### src/rtl/ffsc_pkg.sv
`timescale 1ns / 1ps
// ----------------------------------------------------------------------------
// ffsc_pkg
// Shared types, constants and the reflected CRC-8 byte step for the frame sync.
// ----------------------------------------------------------------------------
package ffsc_pkg;

  localparam int unsigned FRAME_LEN = 10;
  localparam int unsigned CRC_LEN   = 9;
  localparam logic [7:0]  CRC_POLY  = 8'h8C;

  localparam logic [7:0] MIN_ID_RESET = 8'h01;
  localparam logic [7:0] MAX_ID_RESET = 8'h04;

  localparam logic [7:0] REG_MIN_ID = 8'd0;
  localparam logic [7:0] REG_MAX_ID = 8'd1;

  typedef enum logic [2:0] {
    ST_IDLE  = 3'b001,
    ST_CRC   = 3'b010,
    ST_CHECK = 3'b100
  } state_t;

  typedef struct packed {
    logic clear;
    logic step;
  } crc_ctl_t;

  // One byte through the reflected CRC, eight bit steps.
  function automatic logic [7:0] crc8_byte(input logic [7:0] crc, input logic [7:0] data);
    logic [7:0] c;
    c = crc ^ data;
    for (int b = 0; b < 8; b++) begin
      if (c[0]) begin
        c = (c >> 1) ^ CRC_POLY;
      end else begin
        c = c >> 1;
      end
    end
    return c;
  endfunction

endpackage

### src/rtl/ffsc_crc_unit.sv
`timescale 1ns / 1ps
// ----------------------------------------------------------------------------
// ffsc_crc_unit
// Shared CRC accumulator that folds in one window byte per step.
// ----------------------------------------------------------------------------
module ffsc_crc_unit
  import ffsc_pkg::*;
(
  input  logic       clk,
  input  crc_ctl_t   ctl,
  input  logic [7:0] data,
  output logic [7:0] crc
);

  logic [7:0] crc_r;
  logic [7:0] crc_nxt;

  always_comb begin
    crc_nxt = crc_r;
    if (ctl.clear) begin
      crc_nxt = 8'h00;
    end else if (ctl.step) begin
      crc_nxt = crc8_byte(crc_r, data);
    end
  end

  always_ff @(posedge clk) begin
    crc_r <= crc_nxt;
  end

  assign crc = crc_r;

endmodule

### src/rtl/feedback_frame_sync_crc8.sv
`timescale 1ns / 1ps
// ----------------------------------------------------------------------------
// feedback_frame_sync_crc8
// Ten-byte motor feedback frame synchronizer with a reflected CRC-8 check.
// ----------------------------------------------------------------------------
// Received bytes arrive on the in_ channel, one per transfer. The block keeps
// a window of up to ten bytes. A byte that does not complete the window
// leaves in_stall low. A byte that completes the window starts the check:
// the shared CRC unit folds in one of the nine covered bytes per cycle, then
// the check state compares the result with the tenth byte and the first byte
// with the ID range; in_stall stays high throughout. On a match the decoded
// frame is loaded into the output register, out_valid rises and the window
// empties; otherwise the oldest byte is dropped. A frame waits in the output
// register until its transfer, and the input side keeps working meanwhile;
// only a second match while a frame still waits holds the block in the check.
// Reset (rst_n low, synchronous) empties the window, clears out_valid and
// sets min_id to 1 and max_id to 4. The cfg_ port writes min_id (index 0) and
// max_id (index 1); other indexes are ignored. The user must write them only
// while the block is idle; the block itself has no check for it.
// ----------------------------------------------------------------------------
module feedback_frame_sync_crc8
  import ffsc_pkg::*;
(
  input  logic               clk,
  input  logic               rst_n,
  input  logic               cfg_we,
  input  logic [7:0]         cfg_index,
  input  logic [7:0]         cfg_wdata,
  input  logic               in_valid,
  output logic               in_stall,
  input  logic [7:0]         in_rx_byte,
  output logic               out_valid,
  input  logic               out_stall,
  output logic [7:0]         out_unit_id,
  output logic [7:0]         out_run_mode,
  output logic signed [15:0] out_torque,
  output logic signed [15:0] out_velocity,
  output logic [15:0]        out_position,
  output logic [7:0]         out_fault_code
);

  state_t     state_r, state_nxt;
  logic [3:0] fill_r, fill_nxt;
  logic [3:0] idx_r, idx_nxt;
  logic [7:0] min_id_r, max_id_r;
  logic [7:0] win_r [FRAME_LEN];
  logic       out_valid_r, out_valid_nxt;
  logic [7:0] frame_r [CRC_LEN];

  logic       in_xfer, out_xfer;
  logic       match, can_load, do_load, do_drop;
  crc_ctl_t   crc_ctl;
  logic [7:0] crc;

  assign in_xfer  = in_valid && !in_stall;
  assign out_xfer = out_valid_r && !out_stall;
  assign in_stall = (state_r != ST_IDLE);

  ffsc_crc_unit u_crc (
    .clk  (clk),
    .ctl  (crc_ctl),
    .data (win_r[idx_r]),
    .crc  (crc)
  );

  assign match    = (win_r[0] >= min_id_r) && (win_r[0] <= max_id_r) &&
                    (crc == win_r[FRAME_LEN-1]);
  assign can_load = !out_valid_r || !out_stall;
  assign do_load  = (state_r == ST_CHECK) && match && can_load;
  assign do_drop  = (state_r == ST_CHECK) && !match;

  always_comb begin
    state_nxt     = state_r;
    fill_nxt      = fill_r;
    idx_nxt       = idx_r;
    crc_ctl       = '0;
    out_valid_nxt = out_valid_r && !out_xfer;
    case (state_r)
      ST_IDLE: begin
        if (in_xfer) begin
          fill_nxt = fill_r + 4'd1;
          if (fill_r == 4'(FRAME_LEN - 1)) begin
            state_nxt     = ST_CRC;
            idx_nxt       = 4'd0;
            crc_ctl.clear = 1'b1;
          end
        end
      end
      ST_CRC: begin
        crc_ctl.step = 1'b1;
        idx_nxt      = idx_r + 4'd1;
        if (idx_r == 4'(CRC_LEN - 1)) begin
          state_nxt = ST_CHECK;
        end
      end
      ST_CHECK: begin
        if (do_load) begin
          out_valid_nxt = 1'b1;
          fill_nxt      = 4'd0;
          state_nxt     = ST_IDLE;
        end else if (do_drop) begin
          fill_nxt  = 4'(FRAME_LEN - 1);
          state_nxt = ST_IDLE;
        end
      end
      default: begin
        state_nxt = ST_IDLE;
      end
    endcase
  end

  always_ff @(posedge clk) begin
    if (!rst_n) begin
      state_r     <= ST_IDLE;
      fill_r      <= 4'd0;
      idx_r       <= 4'd0;
      out_valid_r <= 1'b0;
      min_id_r    <= MIN_ID_RESET;
      max_id_r    <= MAX_ID_RESET;
    end else begin
      state_r     <= state_nxt;
      fill_r      <= fill_nxt;
      idx_r       <= idx_nxt;
      out_valid_r <= out_valid_nxt;
      if (cfg_we && (cfg_index == REG_MIN_ID)) begin
        min_id_r <= cfg_wdata;
      end
      if (cfg_we && (cfg_index == REG_MAX_ID)) begin
        max_id_r <= cfg_wdata;
      end
    end
  end

  always_ff @(posedge clk) begin
    if (in_xfer) begin
      win_r[fill_r] <= in_rx_byte;
    end else if (do_drop) begin
      for (int i = 0; i < FRAME_LEN - 1; i++) begin
        win_r[i] <= win_r[i+1];
      end
      win_r[FRAME_LEN-1] <= 8'h00;
    end
    if (do_load) begin
      for (int i = 0; i < CRC_LEN; i++) begin
        frame_r[i] <= win_r[i];
      end
    end
  end

  assign out_valid      = out_valid_r;
  assign out_unit_id    = frame_r[0];
  assign out_run_mode   = frame_r[1];
  assign out_torque     = {frame_r[2], frame_r[3]};
  assign out_velocity   = {frame_r[4], frame_r[5]};
  assign out_position   = {frame_r[6], frame_r[7]};
  assign out_fault_code = frame_r[8];

  a_fill_bound: assert property (@(posedge clk) disable iff (!rst_n)
    fill_r <= 4'(FRAME_LEN))
    else $error("window fill beyond frame length");

  a_full_starts_crc: assert property (@(posedge clk) disable iff (!rst_n)
    in_xfer && (fill_r == 4'(FRAME_LEN - 1)) |=> (state_r == ST_CRC) && (idx_r == 4'd0))
    else $error("completed window did not start the CRC pass");

  a_crc_to_check: assert property (@(posedge clk) disable iff (!rst_n)
    (state_r == ST_CRC) && (idx_r == 4'(CRC_LEN - 1)) |=> (state_r == ST_CHECK))
    else $error("CRC pass did not end in the check");

  a_out_from_check: assert property (@(posedge clk) disable iff (!rst_n)
    $rose(out_valid_r) |-> $past(state_r == ST_CHECK) && (fill_r == 4'd0))
    else $error("frame emitted outside a successful check");

endmodule

### config.mk
export PLATFORM = sky130hd
export DESIGN_NAME = feedback_frame_sync_crc8
export DESIGN_NICKNAME = d
export VERILOG_FILES = /design/src/rtl/ffsc_pkg.sv /design/src/rtl/ffsc_crc_unit.sv /design/src/rtl/feedback_frame_sync_crc8.sv
export SDC_FILE = /design/constraint.sdc
export NUM_CORES = 1
export LEC_CHECK = 0
export ABC_AREA = 1
export BUFFER_PORTS_ARGS = -buffer_cell sky130_fd_sc_hd__buf_2
export CORE_MARGIN = 5
export CORE_UTILIZATION = 25
export CTS_CLUSTER_SIZE = 16
export DETAILED_ROUTE_END_ITERATION = 10
export MAX_ROUTING_LAYER = met4
export REMOVE_ABC_BUFFERS = 1
export SYNTH_ARGS = -nofsm -noshare
export SYNTH_HDL_FRONTEND = slang
export SYNTH_SLANG_ARGS = --single-unit
### constraint.sdc
create_clock -name clk -period 8.1 [get_ports clk]
set_input_delay 1.62 -clock clk [delete_from_list [all_inputs] [get_ports clk]]
set_output_delay 1.62 -clock clk [all_outputs]
set_load 0.02 [all_outputs]
==> impl_summary.log <==
INFO  metric status = complete, no violations
INFO  metric clockBufferDepth = 3
INFO  metric synthToLayoutAreaGrowth = 18.7%
INFO  metric grt_overflow_total = 0
INFO  metric ff2ff_path_depth = 12
INFO  metric worstSetupStartpointType = register
INFO  metric layout.nets = 1182
INFO  metric core_area = 41900 µm²
INFO  metric launch_point_of_the_worst_path = win_r[0][7]
INFO  metric gp_routability_congestion = 0.916
INFO  metric post_route_cells_drive_above_1_share = 15.6%
INFO  metric yosysWarningCount = 0
INFO  metric finalSetupTns = 0 ps
INFO  metric postRouteWirelength = 28700 µm
INFO  metric top_level_i_o_count = 103
INFO  metric post_cts_buffers = 0
INFO  metric worst_pin_slew = 1180 ps
INFO  metric cp-endpoint = win_r[0][4]
INFO  metric yosys.area.top_type_share = 56.5%
INFO  metric cts.hold.buffers_added = 0
INFO  metric drc = 0
INFO  metric vias = 7715
INFO  metric synthesis.instances = 1029
INFO  metric die_h = 216 µm
INFO  metric max_cap_viol_count = 0
INFO  metric dpl.hpwl = 20100 µm
INFO  metric antennaDiodeCount = 0
INFO  metric dp_worst_setup_slack = 3890 ps
INFO  metric setup_slack_of_the_most_critical_reg_to_reg_path = 3850 ps
INFO  metric syn-mean-instance-area = 10.3 µm²
INFO  metric peakVddDrop = 0.140 mV
INFO  metric grt_setup_unrepaired = false
INFO  metric end_kind = register
INFO  metric final-seq-area = 6810 µm²
INFO  metric max_freq = 235 MHz
INFO  metric synth.yosys.seq_area_share = 64.1%
INFO  metric postLayoutCellArea = 12600 µm²
INFO  metric worst_skew_pair.late_latency = 550 ps
INFO  metric drt-vias-per-instance = 4.56
INFO  metric first_iter_violations = 649
INFO  metric clk_pin_slew_worst_paths = 60 ps
INFO  metric yosys.cell_types.count = 35
INFO  metric pin_count_of_the_biggest_net_entering_global_routing = 81
INFO  metric final_hold_viol_count = 0
INFO  metric worst_hold_path_type = reg -> reg
INFO  metric max-slew-margin-rel = 20.2%
INFO  metric reg2reg_to = win_r[0][4]
INFO  metric design.die.area = 46700 µm²
INFO  metric cts.sink_count = 240
INFO  metric hold_start = win_r[1][0]
INFO  metric floorplan.initialDensity = 25.3%
INFO  metric setup-violations-final = 0
INFO  metric firstDrtPassIters = 6
INFO  metric numPortBuffers = 102
INFO  metric setup.worst_path.class = reg -> reg
INFO  metric synth_area = 10600 µm²
INFO  metric cell_types_occupying_the_most_area_after_synthesis = edfxtp_1 (57%), dfxtp_1 (7.5%), nand2_1 (7.2%), inv_1 (4.9%), o21ai_0 (4.9%)
INFO  metric synth_top_area_cell = edfxtp_1
INFO  metric core.rowCount = 75
INFO  metric total_leakage_power = 4.87 nW
INFO  metric powerDensity = 225 nW/µm²
INFO  metric worst_slack = 3850 ps
INFO  metric cts-resized-gates = 0
INFO  metric worst_ep_arrival_time = 4410 ps
INFO  metric placed_area = 11700 µm²
INFO  metric antenna_left = 0
INFO  metric gr-usage-all-layers = 12.3%
INFO  metric fill_count = 4250
INFO  metric finalHoldWorstSlack = 455 ps
INFO  metric post-route-period-util = 52.4%
INFO  metric grt_pass1_wl = 44200 µm
INFO  metric largest_fanout_on_the_critical_path = 70
INFO  metric yosys_register_bits = 240
INFO  metric drv_slew = 0
INFO  metric post_drt_wl_per_cell = 17.0 µm
INFO  metric tritoncts = yes
INFO  metric period_needed = 4250 ps
INFO  metric cts-htree-levels = 1
INFO  metric initial_antenna_violation_count = 0
INFO  metric combined_area_of_the_multi_input_logic_cells = 3030 µm²
INFO  metric finalClockSkew = 37.7 ps
INFO  metric clk_root_buffer_cell = clkbuf_16
INFO  metric first_global_vias = 7566
INFO  metric cts_inserted_buffers = 26
INFO  metric crit-reg2reg-launch = win_r[0][7]
INFO  metric floorplan.die.width = 216 µm
INFO  metric critical_path_required = 8270 ps
-- Yosys cell counts (all sizes together) --
cell type and instances:
o21ai 120, nand3 99, a21oi 54, edfxtp 200, xnor2 9, o221ai 1
xor2 3, inv 146, o21a 2, o2111ai 1, nor3 8, or4 1
o211ai 20, nor4 3, clkbuf 13, ha 20, o31ai 2, buf 27
nand2 209, dfxtp 40, nand4 6, nor2 45
-- registers in the layout (all words and copies together), names as in the netlist, named ones only --
register / cells
max_id_r: 8
win_r: 128
u_crc.crc: 8
min_id_r: 8
out_valid: 1
frame_r: 72
state_r: 3
fill_r: 4
idx_r: 4
-- per-layer routing --
metal | wire length [µm] | track usage, % | vias up
met5 | 0 | - | -
met3 | 1800 | 2.07 | 56
met1 | 12000 | 15.2 | 3687
met4 | 942 | 4.54 | 0
li1 | - | - | 3726
met2 | 14000 | 20.4 | 246
-- how the worst min path moves through the flow --
stage          slack, ps  cells after the start       endpoint
2_1_floorplan        430                      0  frame_r[0][0]
3_3_place_gp         430                      0  frame_r[0][0]
3_5_place_dp         440                      0  frame_r[0][8]
4_1_cts              460                      0  frame_r[0][8]
5_1_grt              480                      0  frame_r[0][8]
6_report             450                      0  frame_r[0][8]
-- report_power, final --
part / total (W) / switching, W / leakage (nW) / internal (W)
clock: 0.00128 / 0.000495 / 0.449 / 0.000780
sequential: 0.00138 / 0.0000232 / 2.13 / 0.00136
combinational: 0.000178 / 0.000118 / 2.29 / 0.0000603
-- stage by stage --
| stage | util (%) | instances | total power [W] |
|---|---|---|---|
| 2_1_floorplan | - | 989 | 0.00152 |
| 3_3_place_gp | 27.8 | 1644 | 0.00158 |
| 3_5_place_dp | 27.8 | 1644 | 0.00158 |
| 4_1_cts | 30.0 | 1692 | 0.00286 |
| 5_1_grt | 30.0 | 1692 | 0.00294 |
| 6_report | 30.0 | 1692 | 0.00283 |
-- worst max-delay path: stages, from the launching register on --
cell and delay, ps:
edfxtp_1 440, ha_1 320, nand2_1 80, nor2_1 130, nand3_1 80, o21ai_0 270, nand3_1 190, nand2_2 90
buf_4 530, inv_2 430, nor2_1 220, nand2_1 120, o21ai_0 920
-- cells in the final DEF (no fill, tap or decap), drive strengths merged --
cell,instances
o2111ai,1
edfxtp,200
o221ai,1
nor3,8
nand2,209
o211ai,20
or4,1
nor2,45
o21a,2
clkinv,13
clkinvlp,2
bufinv,6
buf,116
o21ai,120
xor2,3
nand3,99
o31ai,2
clkbuf,27
ha,20
nor4,3
a21oi,54
nand4,6
dfxtp,40
xnor2,9
inv,146
-- final cells by class --
| class | instances | area share, % |
|---|---|---|
| Sequential cell | 240 | 54.0 |
| Multi-Input combinational cell | 603 | 24.0 |
| Tap cell | 539 | 5.35 |
| Timing Repair Buffer | 116 | 4.88 |
| Clock buffer | 27 | 5.19 |
| Inverter | 146 | 4.37 |
| Clock inverter | 21 | 2.16 |
-- kinds of logic (layout without fill, tap and decap cells) --
kind of cell    count (synthesis)  in the layout  synth area share, %
simple gates                  371            371                 14.9
flops                         240            240                 64.1
compound gates                200            200                 10.2
buf+inv                       186            310                 7.44
fa+ha+maj                      20             20                 2.36
xor+xnor                       12             12                0.990
No activity file was read; power rests on OpenSTA's default activity.
